## config.mk

```make
export PLATFORM = sky130hd
export DESIGN_NAME = hbf_ctrl
export DESIGN_NICKNAME = d
export VERILOG_FILES = /design/src/rtl/hbf_pkg.sv /design/src/rtl/hbf_ctrl.sv
export SDC_FILE = /design/constraint.sdc
export NUM_CORES = 1
export LEC_CHECK = 0
export ABC_AREA = 1
export BUFFER_PORTS_ARGS = -buffer_cell sky130_fd_sc_hd__buf_2
export CAP_MARGIN = 25
export CORE_AREA = 2 2 39 41
export CTS_CLUSTER_SIZE = 30
export DETAILED_ROUTE_END_ITERATION = 10
export DIE_AREA = 0 0 41 43
export MAX_ROUTING_LAYER = met4
export PLACE_DENSITY = 0.43
export SLEW_MARGIN = 0
export SYNTH_ARGS = -nofsm -noshare
export SYNTH_HDL_FRONTEND = slang
export SYNTH_SLANG_ARGS = --single-unit
export TNS_END_PERCENT = 5
```

## constraint.sdc

```tcl
create_clock -name clk -period 1.25 [get_ports clk]
set_input_delay 0.125 -clock clk [delete_from_list [all_inputs] [get_ports clk]]
set_output_delay 0.125 -clock clk [all_outputs]
set_load 0.03 [all_outputs]
```

## src/rtl/hbf_pkg.sv

```systemverilog
// Package for the hierarchical bitmap finder: sizing constants, request modes,
// and the command/status structs between controller and datapath.
// No dependencies.
package hbf_pkg;

  // Leaf words are a power of two wide so that word and bit split by shift and mask.
  localparam int WORD_SHIFT = 6;
  localparam int WORD_BITS  = 1 << WORD_SHIFT;
  localparam int WORD_COUNT = 64;
  localparam int TOTAL_BITS = WORD_BITS * WORD_COUNT;
  localparam int WIDX_W     = (WORD_COUNT > 1) ? $clog2(WORD_COUNT) : 1;

  localparam int MODE_W = 3;
  localparam int POS_W  = 12;
  localparam int CNT_W  = 13;
  localparam int BW_W   = CNT_W - WORD_SHIFT;

  localparam logic [CNT_W-1:0] CNT_RESET = CNT_W'(4096);

  typedef enum logic [MODE_W-1:0] {
    MODE_SET   = 3'd0,
    MODE_CLEAR = 3'd1,
    MODE_FIRST = 3'd2,
    MODE_NEXT  = 3'd3,
    MODE_LAST  = 3'd4
  } mode_t;

  typedef struct packed {
    logic load;
    logic issue;
    logic eval1;
    logic eval2;
    logic push;
  } hbf_cmd_t;

  typedef struct packed {
    logic more;
  } hbf_sts_t;

endpackage

```

## src/rtl/hbf_ctrl.sv

```systemverilog
// Controller for the hierarchical bitmap finder: sequences one request through
// issue, evaluate and result push. Depends on hbf_pkg.
module hbf_ctrl (
  input  logic              clk,
  input  logic              rst_n,
  input  logic              in_valid,
  output logic              in_ready,
  output logic              out_valid,
  input  logic              out_ready,
  input  hbf_pkg::hbf_sts_t sts,
  output hbf_pkg::hbf_cmd_t cmd
);

  typedef enum logic [4:0] {
    S_IDLE  = 5'b00001,
    S_ISSUE = 5'b00010,
    S_EVAL1 = 5'b00100,
    S_EVAL2 = 5'b01000,
    S_DONE  = 5'b10000
  } state_t;

  state_t state_r, state_nxt;
  logic   out_valid_r, out_valid_nxt;

  assign in_ready  = (state_r == S_IDLE);
  assign out_valid = out_valid_r;

  always_comb begin
    state_nxt     = state_r;
    out_valid_nxt = out_valid_r & ~out_ready;
    cmd           = '0;
    unique case (state_r)
      S_IDLE: begin
        if (in_valid) begin
          cmd.load  = 1'b1;
          state_nxt = S_ISSUE;
        end
      end
      S_ISSUE: begin
        cmd.issue = 1'b1;
        state_nxt = S_EVAL1;
      end
      S_EVAL1: begin
        cmd.eval1 = 1'b1;
        state_nxt = sts.more ? S_EVAL2 : S_DONE;
      end
      S_EVAL2: begin
        cmd.eval2 = 1'b1;
        state_nxt = S_DONE;
      end
      S_DONE: begin
        // hold until the output register is free
        if (!out_valid_r || out_ready) begin
          cmd.push      = 1'b1;
          out_valid_nxt = 1'b1;
          state_nxt     = S_IDLE;
        end
      end
      default: begin
        state_nxt = S_IDLE;
      end
    endcase
  end

  always_ff @(posedge clk) begin
    if (!rst_n) begin
      state_r     <= S_IDLE;
      out_valid_r <= 1'b0;
    end else begin
      state_r     <= state_nxt;
      out_valid_r <= out_valid_nxt;
    end
  end

endmodule

```

Yosys cells after proc, flatten, opt, wreduce, memory -nomap -nowiden
Cells that the tools add are included.
- output and inout bits: 7
- bits of input ports: 5
- register bits: 6
- word-level logic and storage cells: 27
- reduce and logical (&&, ||, !) cells: 3
- bitwise gates (word level): 2
- equality and inequality tests: 7
- mux-type cells: 13
- operators with widths (kind ; count):
    5-bit case mux with 5 select lines ; 1
    5-bit 2-to-1 mux ; 3
    1-bit 2-to-1 mux ; 9
    5-bit by 1-bit == test with 1-bit output, second input constant ; 1
    5-bit by 2-bit == test with 1-bit output, second input constant ; 1
    5-bit by 3-bit == test with 1-bit output, second input constant ; 1
    5-bit by 4-bit == test with 1-bit output, second input constant ; 1
    5-bit == test, second input constant ; 1
    2-bit inequality test, second input constant ; 2
    2-bit AND reduction ; 1
    1-bit AND ; 1
    1-bit zero test ; 1
    1-bit logical OR ; 1
    1-bit NOT ; 1

Depth between registers and ports, before layout
Gate-level depths: netlist (run 1).
- depth in word-level cells: 4
- gate-level depth with buffers: 7

Least setup slack after synthesis (run 1)
No wires, ideal clock.
- kind: register to output
- from: register state_r[0]
- to: output cmd[0] in the netlist's numbering
- slack: 0.095 ns
- arrival time: 1.030 ns
- cell stages (with the launch flop): 4
- cells stage by stage: dfxtp_1 > nor2_2 > nand3_1 > nor2_1
- RTL lines (what ; line ; source):
    start: declaration ; hbf_ctrl.sv:22 ; state_t state_r, state_nxt;
    start signal: assignment ; hbf_ctrl.sv:70 ; state_r <= state_nxt;
    end: declaration ; hbf_ctrl.sv:11 ; output hbf_pkg::hbf_cmd_t cmd

==> impl_metrics.toml, run 1 <==
[outcome]
status = "finished, violations left"
violations = "setup timing"

[critical_path]
worst-endpoint-arrival_ns = 1.13
crit_path_max_fo = 5
setup.reg_to_reg.worst_slack_ns = 0.21
cp-end-kind = "primary output"
timing_worst_setup_path_type = "flip-flop to primary output"
critical_path.startpoint_type = "flip-flop"
worst_ep_required_time_ns = 1.12

[clock_network]
clock_sink_count = 6
number_of_clock_buffers_inserted_by_tritoncts = 3
clkLatencyLatePin_ns = 0.24
clk_transition_reported_paths_ns = 0.05
cts-hold-fix-buffers = 0
max-clock-path-buffers = 2
cts_post_setup_buffers_inserted = 0
root_driver = "clkbuf_4"
cts-htree-levels = 1
cts_tree = "built"

[global_routing]
antenna_found_initial = 0
grt_pass1_vias = 296
grt_first_pass_wirelength_um = 1200
grt_max_degree = 6
global_route.overflow_total = 0
globalRouteTotalUtil = 0.110

[sta]
timing.final.crit_share = 1.00
timing.clock.skew_ns = 0.00327
timing_worst_slew_pin_value_ns = 0.189
report.final.setup_viol = 1
rsz0062_at_grt = "yes"
slew_hr = 0.874
timing.final.crit_period_ns = 1.25
setup_tns_final_ns = -0.00176
setup_ws_ns = -0.00176
clock.fmax_ghz = 0.799
pins_over_their_slew_limit = 0
hold_violations = 0
hold_ws_ns = 0.0899

[logic_synthesis]
synth.avg_cell_area_um2 = 6.33
mappedNetlistArea_um2 = 335
yosys_warnings = 0
syn_inst = 53
synthesis.nets = 58
ys_types = 13
synth-seq-cells = 6
yosysSeqAreaShare = 0.358

[detailed_routing]
detail_route.first_pass.iterations = 4
wl_per_cell_um = 9.43
drc_errors = 0
vias_per_cell = 4.29
drt-initial-drc-count = 3
vias = 356
drtAntennaViolNets = 0
routed_wire_length_um = 783

[placement]
pre_cts_ws_ns = 0.171
placedInstanceArea_um2 = 410
gpl.final_weighted_congestion = 0.682
portBuffers = 11
dpl.hpwl_um = 556

[power_and_ir_drop]
seqPwrFrac = 0.404
power.switching_uw = 164
cellLeakagePower_nw = 0.267
worst_supply_voltage_drop_on_vdd_mv = 0.572
internal_power_uw = 364
comb_power_share = 0.260
clkPwrFrac = 0.336
power.density_cell_area_nw_per_um2 = 1060
p_sw_frac = 0.310

[worst_hold_path]
timing.hold.worst.class = "primary input to flip-flop"

[floorplanning]
die_area_um2 = 1760
fp.coreArea_um2 = 1380
die_w_um = 41
ios = 12
initial_core_util = 0.242
fp-row-count = 14
fp.dieH_um = 43

[finish]
multi_input_comb_area_um2 = 198
seqCellArea_um2 = 128
nets = 74
drive_above_1_share = 0.448
layout-area-overhead-vs-synth_pct = 48.5
final.fill_count = 155
final_area_um2 = 498
antenna-diode-count = 0

[run]
max_cap_viols = 0
logic make-up (layout without fill, tap and decap cells):
group,Yosys count,in the layout,synth area share
AND/OR/NAND/NOR,30,30,0.440
buffers and inverters,14,28,0.157
flip-flops,6,6,0.358
AO/OA/AOI/OAI,3,3,0.0448
synth_stat cells:
| library cell | n | area share |
|---|---|---|
| inv_2 | 1 | 0.011 |
| a21oi_1 | 2 | 0.030 |
| nor3_1 | 3 | 0.045 |
| nor2_2 | 3 | 0.056 |
| nand4_1 | 2 | 0.037 |
| inv_1 | 13 | 0.15 |
| dfxtp_1 | 6 | 0.36 |
| nand2_1 | 7 | 0.078 |
| nor2_4 | 1 | 0.034 |
| nor2_1 | 9 | 0.10 |
| nand3_1 | 4 | 0.060 |
| nand3_2 | 1 | 0.030 |
| o21ai_1 | 1 | 0.015 |
layout by cell type, fill, tap and decap left out:
| cell type | instances |
|---|---|
| dfxtp_2 | 3 |
| nand3_1 | 1 |
| inv_2 | 3 |
| nor3_1 | 3 |
| dfxtp_4 | 1 |
| buf_4 | 4 |
| nor2_2 | 2 |
| nand4_1 | 2 |
| nand3_4 | 1 |
| buf_2 | 5 |
| nand2_1 | 7 |
| nor2_4 | 3 |
| nor2_1 | 8 |
| inv_1 | 11 |
| buf_6 | 2 |
| o21ai_1 | 1 |
| dfxtp_1 | 2 |
| nand3_2 | 3 |
| a21oi_1 | 2 |
| clkbuf_4 | 3 |
per-stage QoR:
step / utilization / instances / power, mW
after floorplan: - / 53 / 0.289
after global placement: 0.297 / 80 / 0.318
after detailed placement: 0.297 / 80 / 0.318
after CTS: 0.339 / 83 / 0.521
after global routing: 0.360 / 83 / 0.554
final: 0.360 / 83 / 0.528
routing by layer:
layer	part of all wire	track usage	up-vias
met5	0	-	-
met4	0.018	0.100	0
met3	0.045	0.0314	2
met2	0.43	0.122	8
met1	0.51	0.151	157
li1	-	-	189
critical path, stage by stage (launching register included):
cell     delay, ns
dfxtp_2       0.34
nor2_4        0.18
nand3_2       0.10
nor2_1        0.10
buf_4         0.16
power by group through the flow:
| stage | logic [mW] | registers (mW) | clock network (mW) |
|---|---|---|---|
| floorplan | 0.0776 | 0.211 | 0 |
| global placement | 0.106 | 0.212 | 0 |
| detailed placement | 0.105 | 0.213 | 0 |
| CTS | 0.121 | 0.212 | 0.188 |
| global route | 0.151 | 0.214 | 0.189 |
| finish | 0.137 | 0.213 | 0.177 |
state kept, by name, summed over array words and instances (netlist names):
| register | cells |
|---|---|
| state_r | 5 |
| out_valid | 1 |
cell type report:
class,instances,area share
Sequential cell,6,0.256
Timing Repair Buffer,11,0.156
Multi-Input combinational cell,33,0.397
Clock buffer,3,0.0452
Tap cell,16,0.0402
Inverter,14,0.106
path summary, 6_finish.rpt:
path                              to               startpoint  cells after the start
max                           cmd[0]  state_r[1]$_SDFFE_PN0P_                      4
max reg2reg  state_r[0]$_SDFFE_PN1P_  state_r[2]$_SDFFE_PN0P_                      6
min          state_r[4]$_SDFFE_PN0P_                    rst_n                      3
min reg2reg  state_r[2]$_SDFFE_PN0P_  state_r[1]$_SDFFE_PN0P_                      2
timing repair:
item	4_1_cts	5_1_grt
endpoints found under the hold margin	0	0
endpoints found under the setup margin	6	6
resized for setup	12	10
pin swaps	1	3
Power figures use the tool's default switching activity.
==> run 2, diff against run 1 <==
RECOVER_POWER = 50   (was unset)
TNS_END_PERCENT = unset   (was 5)
==> run 2 against run 1 <==
Net effect: the run now ends clean; first-iteration DRC count increased by 33%; die area stayed put; non-clock buffer count grew 2; clock skew fell by 0.0024 ns; cell area grew 3.5%; count of clock-buffer cells in the layout unchanged; global-route usage stayed put; worst hold slack better by 0.0035 ns; largest power group unchanged; highest routed layer unchanged.
==> impl_metrics.toml, run 2 (synthesis results as in run 1) <==
[floorplanning]
ios = 12
die_area_um2 = 1760
initial_core_util = 0.242
fp.coreArea_um2 = 1380
fp.dieH_um = 43
die_w_um = 41
fp-row-count = 14

[detailed_routing]
routed_wire_length_um = 774
detail_route.first_pass.iterations = 2
drt-initial-drc-count = 4
drtAntennaViolNets = 0
vias = 358
wl_per_cell_um = 9.11
vias_per_cell = 4.21
drc_errors = 0

[power_and_ir_drop]
cellLeakagePower_nw = 0.266
power.density_cell_area_nw_per_um2 = 1010
worst_supply_voltage_drop_on_vdd_mv = 0.547
totalPowerFinal_uw = 522

[sta]
hold_violations = 0
rsz0062_at_grt = "yes"
timing_worst_slew_pin_value_ns = 0.361
report.final.setup_viol = 0
slew_hr = 0.761
timing.clock.skew_ns = 0.000842
clock.fmax_ghz = 0.803
timing.final.crit_period_ns = 1.24
setup_ws_ns = 0.00537
timing.final.crit_share = 0.996
pins_over_their_slew_limit = 0

[finish]
drive_above_1_share = 0.464
largest_reg_flops = 5
layout-area-overhead-vs-synth_pct = 53.7
top_register = "state_r"
layout_commonest_cell = "inv_1"
antenna-diode-count = 0
nets = 76
final.fill_count = 153
most-common-layout-cells = "10 x inv_1, 8 x nor2_1, 7 x nand2_1"
final_area_um2 = 515

[global_routing]
grt_max_degree = 6
grt_pass1_vias = 292
antenna_found_initial = 0
grt_first_pass_wirelength_um = 1200
globalRouteTotalUtil = 0.110
global_route.overflow_total = 0

[critical_path]
crit_path_max_fo = 5
worst-endpoint-arrival_ns = 1.12
setup.reg_to_reg.worst_slack_ns = 0.15
critical_path.startpoint_type = "flip-flop"
worst_ep_required_time_ns = 1.12
crit-reg2reg-launch = "state_r[2]$_SDFFE_PN0P_"
timing_worst_setup_path_type = "flip-flop to primary output"
cp-startpoint = "state_r[1]$_SDFFE_PN0P_"
timing.rr.end = "state_r[0]$_SDFFE_PN1P_"
setup_crit_end = "cmd[0]"
cp-end-kind = "primary output"
r2r.worst_path.cells = 8

[clock_network]
cts-hold-fix-buffers = 0
clk_transition_reported_paths_ns = 0.04
clkLatencyLatePin_ns = 0.24
number_of_clock_buffers_inserted_by_tritoncts = 3
clock_sink_count = 6
max-clock-path-buffers = 2
cts_tree = "built"
root_driver = "clkbuf_4"
cts-htree-levels = 1

[placement]
dpl.hpwl_um = 556
portBuffers = 11
placedInstanceArea_um2 = 410
pre_cts_ws_ns = 0.171
gpl.final_weighted_congestion = 0.682

[outcome]
status = "completed"

[run]
max_cap_viols = 0

[worst_hold_path]
timing.hold.worst.class = "primary input to flip-flop"
==> run 2: cell types whose count changed in the layout (fill, tap and decap cells not counted) <==
cell,before,now
buf_2,5,4
buf_4,4,5
buf_6,2,3
clkbuf_1,0,1
inv_1,11,10
inv_2,3,4
==> run 2: power by group <==
part	leakage (nW)	switching [mW]	total [mW]	internal [mW]
combinational	0.202	0.0816	0.135	0.0531
sequential	0.0503	0.0113	0.213	0.202
clock	0.0138	0.0660	0.174	0.108
total	0.266	0.159	0.522	0.363
==> run 2: worst min path at each step <==
stage | from | endpoint | slack [ns] | depth (start not counted)
6_report | rst_n | state_r[4]$_SDFFE_PN0P_ | 0.09 | 3
3_5_place_dp | rst_n | state_r[4]$_SDFFE_PN0P_ | 0.34 | 3
5_1_grt | rst_n | state_r[4]$_SDFFE_PN0P_ | 0.11 | 3
4_1_cts | rst_n | state_r[4]$_SDFFE_PN0P_ | 0.08 | 3
2_1_floorplan | rst_n | state_r[4]$_SDFFE_PN0P_ | 0.22 | 2
3_3_place_gp | rst_n | state_r[4]$_SDFFE_PN0P_ | 0.34 | 3
==> run 2: critical path: stages (launching register included) <==
cell and delay (ns):
dfxtp_2 0.34, nor2_4 0.18, nand3_2 0.10, nor2_1 0.09, buf_4 0.16
==> run 2: stage by stage <==
stage	std cells	setup TNS (ns)	hold slack (ns)	util
after detailed placement	80	0	0.341	0.297
after global routing	85	-0.261	0.106	0.373
final	85	0	0.0933	0.373
after global placement	80	0	0.339	0.297
after CTS	83	-0.0362	0.0846	0.341
after floorplan	53	0	0.223	-
==> run 2: timing repair <==
| item | CTS | global route |
|---|---|---|
| gates resized for setup | 13 | 11 |
| setup buffers | 0 | 2 |
| pin swaps | 2 | 4 |
| endpoints found under the hold margin | 0 | 0 |
| setup endpoints to repair | 6 | 6 |
==> run 2: layout make-up <==
type                       instances  area (um^2)  share of cell area
clock buffer                       3         22.5              0.0437
inverter                          14         52.6               0.102
multi-input combinational         33          198               0.383
sequential                         6          128               0.248
tap                               16         20.0              0.0388
timing repair buffer              13         95.1               0.184
==> run 2: per-layer routing <==
metal  global-route usage  part of all wire  vias up  wire (um)
li1                     -                 -      194          -
met1                0.151              0.50      154        390
met2                0.122              0.44        8        337
met3               0.0314             0.041        2         32
met4                0.100             0.018        0         14
met5                    -                 0        -          0
==> run 3, diff against run 2 <==
RECOVER_POWER = unset   (was 50)
==> run 3 against run 2 <==
Net effect: the run now ends with setup timing left; largest cell class unchanged; via count stayed put; die area unchanged; clock power grew 3%; non-clock buffer count unchanged; clock skew grew 0.00070 ns; critical path depth did not move; worst hold slack worse by 0.0026 ns; flip-flop and latch count stayed put; core utilization is 0.090 points higher; setup slack got worse by 0.0062 ns; global-route usage did not move; first-iteration DRC count grew 50%.
==> impl_metrics.toml, run 3 (synthesis results as in run 1) <==
[critical_path]
worst_path_max_delay_cell = "dfxtp_2"
crit_path_max_fo = 5
setup.reg_to_reg.worst_slack_ns = 0.15
series_of_cell_instances_along_the_critical_path = "nor2_4, nand3_2, nor2_1, buf_4"
worst_ep_required_time_ns = 1.12
critical_path.startpoint_type = "flip-flop"
cp-startpoint = "state_r[1]$_SDFFE_PN0P_"
worst-endpoint-arrival_ns = 1.13
critical_path.max_stage_delay_ns = 0.34
critPathBufInv = 1
timing_worst_setup_path_type = "flip-flop to primary output"
crit-reg2reg-launch = "state_r[2]$_SDFFE_PN0P_"
top_family_by_delay_on_critical_path = "simple AND/OR/NAND/NOR gates"
cp-end-kind = "primary output"

[sta]
slew_hr = 0.874
hold_violations = 0
timing_worst_slew_pin_value_ns = 0.189
rsz0062_at_grt = "yes"
pins_over_their_slew_limit = 0
setup_tns_final_ns = -0.000858
setup_ws_ns = -0.000858
timing.clock.skew_ns = 0.00154
report.final.setup_viol = 1
hold_ws_ns = 0.0908
timing.final.crit_share = 1.00
clock.fmax_ghz = 0.799
timing.final.crit_period_ns = 1.25

[clock_network]
clkLatencyLatePin_ns = 0.24
number_of_clock_buffers_inserted_by_tritoncts = 3
cts-htree-levels = 1
root_driver = "clkbuf_4"
cts_tree = "built"
clock_sink_count = 6
clk_transition_reported_paths_ns = 0.05
max-clock-path-buffers = 2

[detailed_routing]
wl_per_cell_um = 9.11
detail_route.first_pass.iterations = 2
drc_errors = 0
drt-initial-drc-count = 6
routed_wire_length_um = 774
drtAntennaViolNets = 0
vias_per_cell = 4.21
vias = 358

[floorplanning]
fp-row-count = 14
fp.dieH_um = 43
ios = 12
fp.coreArea_um2 = 1380
die_w_um = 41
initial_core_util = 0.242
die_area_um2 = 1760

[finish]
layout-area-overhead-vs-synth_pct = 54.1
final_area_um2 = 517
antenna-diode-count = 0
top_register = "state_r"
layout_commonest_cell = "inv_1"
largest_reg_flops = 5
multi_input_comb_area_um2 = 198
final.fill_count = 152
nets = 76
most-common-layout-cells = "10 x inv_1, 8 x nor2_1, 7 x nand2_1"
seqCellArea_um2 = 128
drive_above_1_share = 0.478

[placement]
gpl.final_weighted_congestion = 0.682
placedInstanceArea_um2 = 410
dpl.hpwl_um = 556
portBuffers = 11

[worst_hold_path]
holdCritStartpoint = "rst_n"
timing.hold.worst.class = "primary input to flip-flop"

[global_routing]
grt_max_degree = 6
antenna_found_initial = 0
global_route.overflow_total = 0
grt_first_pass_wirelength_um = 1200
grt_pass1_vias = 292
globalRouteTotalUtil = 0.110

[power_and_ir_drop]
totalPowerFinal_uw = 527
power.density_cell_area_nw_per_um2 = 1020
cellLeakagePower_nw = 0.270
worst_supply_voltage_drop_on_vdd_mv = 0.552

[outcome]
violations = "setup timing"
status = "finished, violations left"

[run]
max_cap_viols = 0
==> run 3: cell count changes in the layout (fill, tap and decap cells not counted) <==
cell / delta
buf_2: +1
clkbuf_1: -1
==> run 3: layout make-up <==
class	instances	area share
inverter	14	0.102
timing repair buffer	13	0.186
multi-input combinational	33	0.383
sequential	6	0.247
clock buffer	3	0.0436
tap	16	0.0387
==> run 3: final timing paths <==
path | depth (start not counted) | to
worst max register to register | 8 | state_r[0]$_SDFFE_PN1P_
worst max-delay path | 4 | cmd[0]
worst min register to register | 2 | state_r[2]$_SDFFE_PN0P_
worst min-delay path | 3 | state_r[4]$_SDFFE_PN0P_
==> run 3: power breakdown <==
| part | internal, mW | switching, mW | total [mW] |
|---|---|---|---|
| clock | 0.109 | 0.0701 | 0.179 |
| sequential | 0.202 | 0.0114 | 0.213 |
| combinational | 0.0531 | 0.0816 | 0.135 |
| total | 0.364 | 0.163 | 0.527 |
==> run 3: worst register-to-register path: cells and delay by family (launching register included) <==
kind,cells,cell delay [ns]
buffers and inverters,2,0.21
DFF,1,0.36
and+or+nand+nor,6,0.45
==> run 3: routing by layer <==
metal,track usage,routed length [um]
met1,0.151,392
met2,0.122,335
met3,0.0314,32
met4,0.100,14
met5,-,0
==> run 3: metrics by stage <==
step | utilization | setup slack (ns) | std cells
3_5_place_dp | 0.297 | 0.171 | 80
3_3_place_gp | 0.297 | 0.187 | 80
2_1_floorplan | - | 0.0949 | 53
4_1_cts | 0.341 | -0.0169 | 83
6_report | 0.373 | -0.000858 | 85
5_1_grt | 0.373 | -0.0715 | 85
==> run 3: what timing repair did <==
action,CTS,global route
resized for setup,13,11
hold buffers,0,0
gates cloned,0,0
endpoints found under the setup margin,6,6
pin swaps,2,4
setup buffers,0,2
